$ cat src/design/swad_pkg.sv
// Shared types and constants for the sliding-window anomaly event detector.
// No dependencies; the merge, queue and top-level files refer to this package by scoped names.
package swad_pkg;

    // Event counter width and saturation point.
    localparam int          COUNT_W   = 11;
    localparam logic [10:0] COUNT_CAP = 11'h7FF;

    // Configuration register width and register select codes (paddr[2]).
    localparam int   CFG_W      = 11;
    localparam logic REG_WINDOW = 1'b0;
    localparam logic REG_MIN    = 1'b1;

    // Result queue geometry. Room means space for two in-flight items of two results each.
    localparam int OFIFO_DEPTH = 8;
    localparam int OFIFO_AW    = 3;
    localparam int OFIFO_ROOM  = 4;

    // Control bits of the item held in the count/merge stage.
    typedef struct packed {
        logic vld;
        logic flag;
        logic last;
        logic drop;
        logic full;
    } t_slot_ctl;

    // One result: event bounds and the final-of-run mark.
    typedef struct packed {
        logic [15:0] evt_start;
        logic [15:0] evt_end;
        logic        fin;
    } t_evt;

endpackage

$ cat src/design/swad_ring.sv
// Flag ring: single-bit synchronous memory, one write and one read port.
// Read-first on address collision; read data registered. No package dependency.
module swad_ring #(
    parameter int DEPTH = 1024,
    parameter int AW    = 10
) (
    input  logic          i_clk,
    input  logic          i_we,
    input  logic [AW-1:0] i_waddr,
    input  logic          i_wdata,
    input  logic          i_re,
    input  logic [AW-1:0] i_raddr,
    output logic          o_rdata
);

    logic r_mem [DEPTH];
    logic r_rdata;

    always_ff @(posedge i_clk) begin
        if (i_re) begin
            r_rdata <= r_mem[i_raddr];
        end
        if (i_we) begin
            r_mem[i_waddr] <= i_wdata;
        end
    end

    assign o_rdata = r_rdata;

endmodule

$ cat src/design/swad_merge.sv
// Count update and event merge stage: holds the window count and pending event.
// Depends on swad_pkg (t_slot_ctl, t_evt, count constants).
module swad_merge #(
    parameter int SI = 16
) (
    input  logic                i_clk,
    input  logic                i_rst_n,
    input  swad_pkg::t_slot_ctl i_ctl,
    input  logic [SI-1:0]       i_idx,
    input  logic [SI-1:0]       i_ws,
    input  logic                i_drop_flag,
    input  logic [10:0]         i_min_count,
    output logic                o_push0,
    output swad_pkg::t_evt      o_evt0,
    output logic                o_push1,
    output swad_pkg::t_evt      o_evt1
);

    logic [swad_pkg::COUNT_W-1:0] r_cnt, n_cnt;
    logic                         r_pend, n_pend;
    logic [SI-1:0]                r_pstart, n_pstart;
    logic [SI-1:0]                r_pend_end, n_pend_end;

    logic [swad_pkg::COUNT_W-1:0] dec_cnt;
    logic                         qual;
    logic                         extend;
    logic                         gap;
    logic                         flush;
    logic                         upd_pend;
    logic [SI-1:0]                upd_start;
    logic [SI-1:0]                upd_end;
    logic [31:0]                  old_s32, old_e32, new_s32, new_e32;

    always_comb begin
        dec_cnt = (i_ctl.drop && i_drop_flag && (r_cnt != '0)) ? r_cnt - 1'b1 : r_cnt;
        n_cnt   = (i_ctl.flag && (dec_cnt != swad_pkg::COUNT_CAP)) ? dec_cnt + 1'b1 : dec_cnt;

        qual   = i_ctl.full && (n_cnt >= i_min_count);
        extend = qual && r_pend && (i_ws <= r_pend_end);
        gap    = qual && r_pend && !extend;

        upd_pend  = r_pend;
        upd_start = r_pstart;
        upd_end   = r_pend_end;
        if (extend) begin
            upd_end = i_idx;
        end else if (qual) begin
            upd_pend  = 1'b1;
            upd_start = i_ws;
            upd_end   = i_idx;
        end

        flush = i_ctl.last && upd_pend;

        // Series end restarts everything held here.
        if (i_ctl.last) begin
            n_pend     = 1'b0;
            n_pstart   = '0;
            n_pend_end = '0;
        end else begin
            n_pend     = upd_pend;
            n_pstart   = upd_start;
            n_pend_end = upd_end;
        end

        old_s32 = 32'(r_pstart);
        old_e32 = 32'(r_pend_end);
        new_s32 = 32'(upd_start);
        new_e32 = 32'(upd_end);

        // Closed event goes first; the flushed one follows and ends the run.
        o_push0 = i_ctl.vld && (gap || flush);
        o_push1 = i_ctl.vld && gap && flush;
        if (gap) begin
            o_evt0 = '{evt_start: old_s32[15:0], evt_end: old_e32[15:0], fin: !flush};
        end else begin
            o_evt0 = '{evt_start: new_s32[15:0], evt_end: new_e32[15:0], fin: 1'b1};
        end
        o_evt1 = '{evt_start: new_s32[15:0], evt_end: new_e32[15:0], fin: 1'b1};
    end

    always_ff @(posedge i_clk) begin
        if (!i_rst_n) begin
            r_cnt      <= '0;
            r_pend     <= 1'b0;
            r_pstart   <= '0;
            r_pend_end <= '0;
        end else if (i_ctl.vld) begin
            r_cnt      <= i_ctl.last ? '0 : n_cnt;
            r_pend     <= n_pend;
            r_pstart   <= n_pstart;
            r_pend_end <= n_pend_end;
        end
    end

endmodule

$ cat src/design/swad_ofifo.sv
// Result queue: takes up to two events per cycle, hands one per transfer.
// Depends on swad_pkg (t_evt, queue geometry).
module swad_ofifo (
    input  logic           i_clk,
    input  logic           i_rst_n,
    input  logic           i_push0,
    input  swad_pkg::t_evt i_evt0,
    input  logic           i_push1,
    input  swad_pkg::t_evt i_evt1,
    input  logic           i_pop,
    output logic           o_valid,
    output swad_pkg::t_evt o_evt,
    output logic           o_room
);

    swad_pkg::t_evt r_q [swad_pkg::OFIFO_DEPTH];

    logic [swad_pkg::OFIFO_AW-1:0] r_wp, n_wp;
    logic [swad_pkg::OFIFO_AW-1:0] r_rp, n_rp;
    logic [swad_pkg::OFIFO_AW:0]   r_cnt, n_cnt;
    logic [swad_pkg::OFIFO_AW-1:0] wp1;
    logic                          pop;

    always_comb begin
        pop   = i_pop && (r_cnt != '0);
        wp1   = r_wp + 1'b1;
        n_wp  = r_wp + swad_pkg::OFIFO_AW'(i_push0) + swad_pkg::OFIFO_AW'(i_push1);
        n_rp  = r_rp + swad_pkg::OFIFO_AW'(pop);
        n_cnt = r_cnt + (swad_pkg::OFIFO_AW + 1)'(i_push0)
                      + (swad_pkg::OFIFO_AW + 1)'(i_push1)
                      - (swad_pkg::OFIFO_AW + 1)'(pop);
    end

    always_ff @(posedge i_clk) begin
        if (!i_rst_n) begin
            r_wp  <= '0;
            r_rp  <= '0;
            r_cnt <= '0;
        end else begin
            r_wp  <= n_wp;
            r_rp  <= n_rp;
            r_cnt <= n_cnt;
        end
    end

    always_ff @(posedge i_clk) begin
        if (i_push0) begin
            r_q[r_wp] <= i_evt0;
        end
        if (i_push1) begin
            r_q[wp1] <= i_evt1;
        end
    end

    assign o_valid = (r_cnt != '0);
    assign o_evt   = r_q[r_rp];
    assign o_room  = ((swad_pkg::OFIFO_AW + 1)'(swad_pkg::OFIFO_DEPTH) - r_cnt)
                     >= (swad_pkg::OFIFO_AW + 1)'(swad_pkg::OFIFO_ROOM);

endmodule

$ cat src/design/sliding_window_anomaly_event_detector_unit.sv
// Anomaly event detector top level; uses swad_pkg, swad_ring, swad_merge and swad_ofifo.
// Throughput: one slot per cycle; input holds off while more than four results wait in the
// queue. Each slot passes the stage register and count/merge logic into the queue, from which
// its result is offered; a second result of that slot follows once the first is taken.
// Reset (synchronous, active low) clears pointers, counters, the pending event and the queue;
// the ring is not cleared, so no clearing pass runs and the block is ready right after reset.
module sliding_window_anomaly_event_detector_unit #(
    parameter int WINDOW_MAX = 1024,
    parameter int SERIES_MAX = 65536
) (
    input  logic        i_clk,
    input  logic        i_rst_n,
    // slave stream: tdata [0] anomalous, [7:1] zero; tlast = series_end
    input  logic        s_axis_tvalid,
    output logic        s_axis_tready,
    input  logic [7:0]  s_axis_tdata,
    input  logic        s_axis_tlast,
    // master stream: tdata [15:0] event_start, [31:16] event_end; tlast = final_of_run
    output logic        m_axis_tvalid,
    input  logic        m_axis_tready,
    output logic [31:0] m_axis_tdata,
    output logic        m_axis_tlast,
    // configuration port
    input  logic        psel,
    input  logic        penable,
    input  logic        pwrite,
    input  logic [2:0]  paddr,
    input  logic [31:0] pwdata,
    output logic [31:0] prdata,
    output logic        pready
);

    localparam int AW = $clog2(WINDOW_MAX);
    localparam int WW = $clog2(WINDOW_MAX + 1);
    localparam int SI = $clog2(SERIES_MAX);

    // ---------------------------------------------------------------
    // Configuration registers
    // ---------------------------------------------------------------
    logic [swad_pkg::CFG_W-1:0] r_window_size;
    logic [swad_pkg::CFG_W-1:0] r_min_count;
    logic                       cfg_wr;

    assign pready = 1'b1;
    assign cfg_wr = psel && penable && pwrite;

    always_ff @(posedge i_clk) begin
        if (!i_rst_n) begin
            r_window_size <= swad_pkg::CFG_W'(1);
            r_min_count   <= swad_pkg::CFG_W'(1);
        end else if (cfg_wr) begin
            case (paddr[2])
                swad_pkg::REG_WINDOW: r_window_size <= pwdata[swad_pkg::CFG_W-1:0];
                swad_pkg::REG_MIN:    r_min_count   <= pwdata[swad_pkg::CFG_W-1:0];
                default:              r_min_count   <= r_min_count;
            endcase
        end
    end

    always_comb begin
        case (paddr[2])
            swad_pkg::REG_WINDOW: prdata = 32'(r_window_size);
            swad_pkg::REG_MIN:    prdata = 32'(r_min_count);
            default:              prdata = '0;
        endcase
    end

    // ---------------------------------------------------------------
    // Slot stage: ring pointer, slot index, ring read/write addresses
    // ---------------------------------------------------------------
    logic [AW-1:0]       r_ptr;
    logic [SI-1:0]       r_slot;
    logic [WW-1:0]       w_eff;
    logic [31:0]         w32, ptr32, slot32, old32, ws32;
    logic                accept;
    logic                room;
    logic [AW-1:0]       old_addr;
    logic                drop_flag;

    swad_pkg::t_slot_ctl r_s1;
    logic [SI-1:0]       r_s1_idx;
    logic [SI-1:0]       r_s1_ws;

    assign s_axis_tready = room;
    assign accept        = s_axis_tvalid && room;

    always_comb begin
        // Zero window means one slot; clamp to the ring depth.
        if (r_window_size == '0) begin
            w32 = 32'd1;
        end else if (32'(r_window_size) > 32'(WINDOW_MAX)) begin
            w32 = 32'(WINDOW_MAX);
        end else begin
            w32 = 32'(r_window_size);
        end
        w_eff  = WW'(w32);
        ptr32  = 32'(r_ptr);
        slot32 = 32'(r_slot);
        // Slot leaving the window sits w entries behind the write pointer.
        if (ptr32 >= 32'(w_eff)) begin
            old32 = ptr32 - 32'(w_eff);
        end else begin
            old32 = ptr32 + 32'(WINDOW_MAX) - 32'(w_eff);
        end
        old_addr = AW'(old32);
        ws32     = slot32 + 32'd1 - 32'(w_eff);
    end

    always_ff @(posedge i_clk) begin
        if (!i_rst_n) begin
            r_ptr  <= '0;
            r_slot <= '0;
        end else if (accept) begin
            if (s_axis_tlast) begin
                r_ptr  <= '0;
                r_slot <= '0;
            end else begin
                r_ptr  <= (r_ptr == AW'(WINDOW_MAX - 1)) ? '0 : r_ptr + 1'b1;
                // Hold the index at its top value on overlong series.
                if (slot32 < 32'(SERIES_MAX - 1)) begin
                    r_slot <= r_slot + 1'b1;
                end
            end
        end
    end

    // Stage register feeding the count/merge stage; only the valid bit is reset.
    always_ff @(posedge i_clk) begin
        if (!i_rst_n) begin
            r_s1.vld <= 1'b0;
        end else begin
            r_s1.vld <= accept;
        end
        if (accept) begin
            r_s1.flag <= s_axis_tdata[0];
            r_s1.last <= s_axis_tlast;
            r_s1.drop <= slot32 >= w32;
            r_s1.full <= (slot32 + 32'd1) >= w32;
            r_s1_idx  <= r_slot;
            r_s1_ws   <= SI'(ws32);
        end
    end

    // Write this slot's flag and fetch the leaving flag in the same cycle; the
    // ring returns the stored value before the write when both addresses match.
    swad_ring #(
        .DEPTH (WINDOW_MAX),
        .AW    (AW)
    ) u_ring (
        .i_clk   (i_clk),
        .i_we    (accept),
        .i_waddr (r_ptr),
        .i_wdata (s_axis_tdata[0]),
        .i_re    (accept),
        .i_raddr (old_addr),
        .o_rdata (drop_flag)
    );

    // ---------------------------------------------------------------
    // Count/merge stage
    // ---------------------------------------------------------------
    logic           push0, push1;
    swad_pkg::t_evt evt0, evt1;

    swad_merge #(
        .SI (SI)
    ) u_merge (
        .i_clk       (i_clk),
        .i_rst_n     (i_rst_n),
        .i_ctl       (r_s1),
        .i_idx       (r_s1_idx),
        .i_ws        (r_s1_ws),
        .i_drop_flag (drop_flag),
        .i_min_count (r_min_count),
        .o_push0     (push0),
        .o_evt0      (evt0),
        .o_push1     (push1),
        .o_evt1      (evt1)
    );

    // ---------------------------------------------------------------
    // Result queue: decouples the two sides; input stalls when the
    // queue cannot take the worst case of two slots in flight.
    // ---------------------------------------------------------------
    swad_pkg::t_evt out_evt;

    swad_ofifo u_ofifo (
        .i_clk   (i_clk),
        .i_rst_n (i_rst_n),
        .i_push0 (push0),
        .i_evt0  (evt0),
        .i_push1 (push1),
        .i_evt1  (evt1),
        .i_pop   (m_axis_tready),
        .o_valid (m_axis_tvalid),
        .o_evt   (out_evt),
        .o_room  (room)
    );

    assign m_axis_tdata = {out_evt.evt_end, out_evt.evt_start};
    assign m_axis_tlast = out_evt.fin;

    // ---------------------------------------------------------------
    // Assertions
    // ---------------------------------------------------------------
    a_series_restart: assert property (@(posedge i_clk) disable iff (!i_rst_n)
        accept && s_axis_tlast |=> (r_ptr == '0) && (r_slot == '0))
        else $error("ring pointer or slot index not cleared after series end");

    a_two_results: assert property (@(posedge i_clk) disable iff (!i_rst_n)
        push1 |-> push0 && !evt0.fin && evt1.fin)
        else $error("second result without an unmarked first result");

    a_stage_follow: assert property (@(posedge i_clk) disable iff (!i_rst_n)
        accept |=> r_s1.vld)
        else $error("accepted slot did not reach the count stage");

endmodule
$ cat config.mk
export PLATFORM = sky130hd
export DESIGN_NAME = sliding_window_anomaly_event_detector_unit
export DESIGN_NICKNAME = d
export VERILOG_FILES = /design/src/design/swad_pkg.sv /design/src/design/swad_ring.sv /design/src/design/swad_merge.sv /design/src/design/swad_ofifo.sv /design/src/design/sliding_window_anomaly_event_detector_unit.sv
export SDC_FILE = /design/constraint.sdc
export NUM_CORES = 2
export LEC_CHECK = 0
export BUFFER_PORTS_ARGS = -buffer_cell sky130_fd_sc_hd__buf_2
export CELL_PAD_IN_SITES_DETAIL_PLACEMENT = 1
export CELL_PAD_IN_SITES_GLOBAL_PLACEMENT = 2
export CORE_ASPECT_RATIO = 0.6
export CORE_UTILIZATION = 42
export DETAILED_ROUTE_END_ITERATION = 6
export PLACE_DENSITY_LB_ADDON = 0.1
export SYNTH_ARGS = -nofsm -noshare
export SYNTH_HDL_FRONTEND = slang
export SYNTH_SLANG_ARGS = --single-unit
$ cat constraint.sdc
create_clock -name i_clk -period 6.32 [get_ports i_clk]
set_input_delay 1.896 -clock i_clk [delete_from_list [all_inputs] [get_ports i_clk]]
set_output_delay 1.896 -clock i_clk [all_outputs]
set_load 0.02 [all_outputs]
==> metrics <==
Setup Viol. Count Final 0; most common flop cell mapped by yosys sky130_fd_sc_hd__edfxtp_1; VDD IR-drop max 0.294 mV; number of nets in the layout 4795; core region area 155000 µm²; DR vias 41500; post-detailed-placement half-perimeter wirelength 128000 µm; register share of total power 0.427; switching power share of the total 0.308; register clock-pin slew on the reported worst setup and hold paths 70 ps; wire length of the first global-routing pass 307000 µm; DR DRC count 0; number of enable-type register cells in the synthesized netlist 1317; Die Y-Extent 308 µm; part of the power in combinational logic 0.239; number of antenna violations at the first check in global routing 9; proportion of synthesized flip-flops having asynchronous set or reset 0; Clk network pwr share 0.335; weighted congestion at the end of routability-driven global placement 0.830; number of optimization iterations in the first detailed-route pass 5; kind of launch point of the worst setup path flop; post-detailed-route via-to-cell ratio 6.07; setup bufs post-CTS 0; library cells used by synthesis 79; total gr overflow 0; most frequent cell after synthesis sky130_fd_sc_hd__edfxtp_1; count of yosys warnings during synthesis 0; number of slew-limit violations in the final report 0; die footprint 158000 µm²; result of the run finished, final reports clean; Least-Margin Pin Slew 1430 ps; count of nets left with antenna violations after detail routing 0; maximum net fanout on the critical path 23; Critical Setup Path Class flop to flop; flip-flop and latch count after synthesis 1428; Hold Path Class flop to flop; DR iter-0 viols 4823; P_int 17.9 mW; Worst Setup Slack, final 333 ps; maximum level of the CTS H-tree 4; sum of negative setup slack 0 ps; most area-consuming cells after synthesis sky130_fd_sc_hd__edfxtp_1, sky130_fd_sc_hd__mux4_2, sky130_fd_sc_hd__nor2_1, sky130_fd_sc_hd__dfxtp_1, sky130_fd_sc_hd__clkbuf_1; post-route total power 25.9 mW; Power Dens Cells 351 nW/µm²; cell leakage power 22.8 nW; total detailed-routing wirelength 214000 µm; net switching power of the design 7.97 mW; top-area cell type share of the netlist area 0.602; setup skew after layout 18.7 ps; number of clock buffers inserted by TritonCTS 145; die outline width 513 µm; unrepaired setup endpoints after global routing true; number of global-route vias before repair 41400; routed len/inst 31.4 µm; worst slack at placement -24.8 ps; overall fraction of global-route tracks in use 0.272; final number of hold-violating endpoints 0; layout cell share with drive strength beyond 1 0.202; source-to-sink clock delay at the later pin of the worst-skew pair 790 ps; initial standard-cell utilization of the core 0.423; maximum capacitance violations 0; final cycle utilization of the critical path 0.947; TritonCTS clock tree yes; total area of sequential cells 41800 µm²; Max Root-Sink Buffers 3; most instantiated cells after synthesis sky130_fd_sc_hd__edfxtp_1, sky130_fd_sc_hd__nor2_1, sky130_fd_sc_hd__mux4_2; cell accounting for the most synthesized area sky130_fd_sc_hd__edfxtp_1; post-synthesis cell area 65700 µm²; gate count of the mapped netlist 4686; number of I/O pins 119; required time of the critical path 6840 ps; maximum number of pins on one net before global-route repair 216; Slew headroom 0.0482; area of the multi-input gates 22200 µm²; Post-Route Hold Slack 481 ps; CP Capture Type flop; register area share after synthesis 0.636; # port buffers 66; time the worst path needs with I/O delays and setup 5990 ps; Std-Cell Rows 112; clock root buffer sky130_fd_sc_hd__clkbuf_16; clk sinks 1428; post-synthesis area per instance 14.0 µm²; signed area change from the synthesized netlist to the final layout 12.3%; endpoint arrival time on the critical path 6510 ps; Fill cells 15200; maximum operating frequency 167 MHz
cell usage in the layout, fill, tap and decap left out, types with 12 or more instances in the layout:
| master | Yosys | layout |
|---|---|---|
| sky130_fd_sc_hd__a22o_1 | 146 | 146 |
| sky130_fd_sc_hd__buf_12 | 0 | 51 |
| sky130_fd_sc_hd__o21ai_0 | 55 | 52 |
| sky130_fd_sc_hd__buf_4 | 31 | 140 |
| sky130_fd_sc_hd__nand2_1 | 262 | 228 |
| sky130_fd_sc_hd__and2_1 | 47 | 46 |
| sky130_fd_sc_hd__nand2_2 | 0 | 34 |
| sky130_fd_sc_hd__edfxtp_1 | 1317 | 1317 |
| sky130_fd_sc_hd__a21boi_0 | 21 | 21 |
| sky130_fd_sc_hd__inv_1 | 59 | 59 |
| sky130_fd_sc_hd__dfxtp_1 | 111 | 108 |
| sky130_fd_sc_hd__a21oi_1 | 45 | 43 |
| sky130_fd_sc_hd__mux4_2 | 386 | 386 |
| sky130_fd_sc_hd__a22oi_1 | 39 | 37 |
| sky130_fd_sc_hd__a21o_1 | 35 | 35 |
| sky130_fd_sc_hd__nor3_1 | 15 | 13 |
| sky130_fd_sc_hd__clkinv_2 | 0 | 16 |
| sky130_fd_sc_hd__conb_1 | 2 | 22 |
| sky130_fd_sc_hd__ha_1 | 74 | 72 |
| sky130_fd_sc_hd__clkbuf_16 | 0 | 149 |
| sky130_fd_sc_hd__nand4_1 | 13 | 13 |
| sky130_fd_sc_hd__nor2_1 | 1114 | 1108 |
| sky130_fd_sc_hd__clkinv_1 | 2 | 28 |
| sky130_fd_sc_hd__xor2_1 | 25 | 25 |
| sky130_fd_sc_hd__o22ai_1 | 36 | 36 |
| sky130_fd_sc_hd__a221oi_1 | 12 | 12 |
| sky130_fd_sc_hd__mux2_2 | 47 | 47 |
| sky130_fd_sc_hd__nand3_1 | 40 | 40 |
| sky130_fd_sc_hd__buf_2 | 17 | 65 |
| sky130_fd_sc_hd__o2bb2ai_1 | 94 | 94 |
| sky130_fd_sc_hd__nor2b_1 | 37 | 34 |
| sky130_fd_sc_hd__and3_1 | 20 | 20 |
| sky130_fd_sc_hd__xnor2_1 | 28 | 27 |
| sky130_fd_sc_hd__clkbuf_1 | 349 | 44 |
sequential cells by signal (all words and copies together), names as in the netlist:
register and count:
r_min_count 11, u_merge.r_pend 1, r_window_size 11, u_merge.r_pend_end 16, u_merge.r_cnt 11, u_merge.r_pstart 16
u_ofifo.r_cnt 4, u_ring.o_rdata 1, r_slot 16, r_ptr 10, u_ofifo.r_rp 3, u_ring.r_mem 1024
u_ofifo.r_q 264, r_s1_idx 16, r_s1_ws 16, r_s1 5, u_ofifo.r_wp 3
routing by layer:
layer	track usage	wire (µm)	vias up
li1	-	-	17500
met1	0.435	105000	22200
met2	0.378	89500	1475
met3	0.0477	16200	252
met4	0.0631	3950	2
met5	0	13	-
path summary, 6_finish.rpt:
path / from / to / slack (ps) / cells past startpoint
worst min-delay path: r_min_count[2]$_SDFFE_PN0P_ / r_min_count[2]$_SDFFE_PN0P_ / 480 / 2
worst max register to register: u_merge.r_cnt[0]$_SDFFE_PN0P_ / u_ofifo.r_q[7][17]$_DFFE_PP_ / 330 / 24
worst max-delay path: u_merge.r_cnt[0]$_SDFFE_PN0P_ / u_ofifo.r_q[7][17]$_DFFE_PP_ / 330 / 24
worst min register to register: r_min_count[2]$_SDFFE_PN0P_ / r_min_count[2]$_SDFFE_PN0P_ / 480 / 2
what timing repair did:
action	in CTS	in global routing
setup endpoints to repair	2	309
resized for setup	2	11
pin swaps	0	2
endpoints found under the hold margin	0	0
hold buffers	0	0
metrics by stage:
stage	cells	cell area (µm²)	utilization
after CTS	6833	73700	0.475
after detailed placement	6570	69100	0.445
after global routing	6835	73800	0.475
after global placement	6570	69100	0.445
after floorplan	4706	65800	-
final	6835	73800	0.475
power by group through the flow:
stage | Sequential (mW) | Combinational [mW] | Clock (mW)
6_report | 11.0 | 6.18 | 8.66
5_1_grt | 11.1 | 6.53 | 9.15
4_1_cts | 11.0 | 6.17 | 8.82
3_5_place_dp | 11.2 | 6.14 | 0
3_3_place_gp | 11.2 | 6.08 | 0
2_1_floorplan | 10.9 | 3.89 | 0
final cells by class:
cell class,instances,share of cell area
clock inverter,65,0.00871
antenna,2,0.0000678
multi-input combinational,2772,0.301
sequential,1428,0.566
tap,2052,0.0348
timing repair buffer,257,0.0327
inverter,61,0.00310
clock buffer,198,0.0537
worst max-delay path, cell delays in order (launching register included):
cell	delay, ps
sky130_fd_sc_hd__dfxtp_1	330
sky130_fd_sc_hd__inv_1	80
sky130_fd_sc_hd__ha_1	250
sky130_fd_sc_hd__nor3b_2	170
sky130_fd_sc_hd__buf_4	150
sky130_fd_sc_hd__nand4_1	120
sky130_fd_sc_hd__nand3_1	160
sky130_fd_sc_hd__o21ai_0	290
sky130_fd_sc_hd__ha_2	280
sky130_fd_sc_hd__and3_1	240
sky130_fd_sc_hd__nand2_1	80
sky130_fd_sc_hd__nand2_1	120
sky130_fd_sc_hd__mux2_2	370
sky130_fd_sc_hd__ha_1	270
sky130_fd_sc_hd__a21oi_1	60
sky130_fd_sc_hd__nor2b_1	140
sky130_fd_sc_hd__o2111ai_1	110
sky130_fd_sc_hd__a21boi_1	330
sky130_fd_sc_hd__buf_4	190
sky130_fd_sc_hd__o41ai_4	70
sky130_fd_sc_hd__buf_12	170
sky130_fd_sc_hd__a21oi_4	790
sky130_fd_sc_hd__o21ai_1	400
sky130_fd_sc_hd__buf_12	260
sky130_fd_sc_hd__a22o_1	230
logic make-up after synthesis:
family,after synthesis,share of synthesized area
fa+ha+maj,79,0.0156
xor+xnor,54,0.00731
buf+inv,506,0.0327
flops,1428,0.636
other cells,2,0.000114
mux,445,0.142
compound gates,561,0.0654
simple gates,1611,0.101
Power figures use the tool's default switching activity.
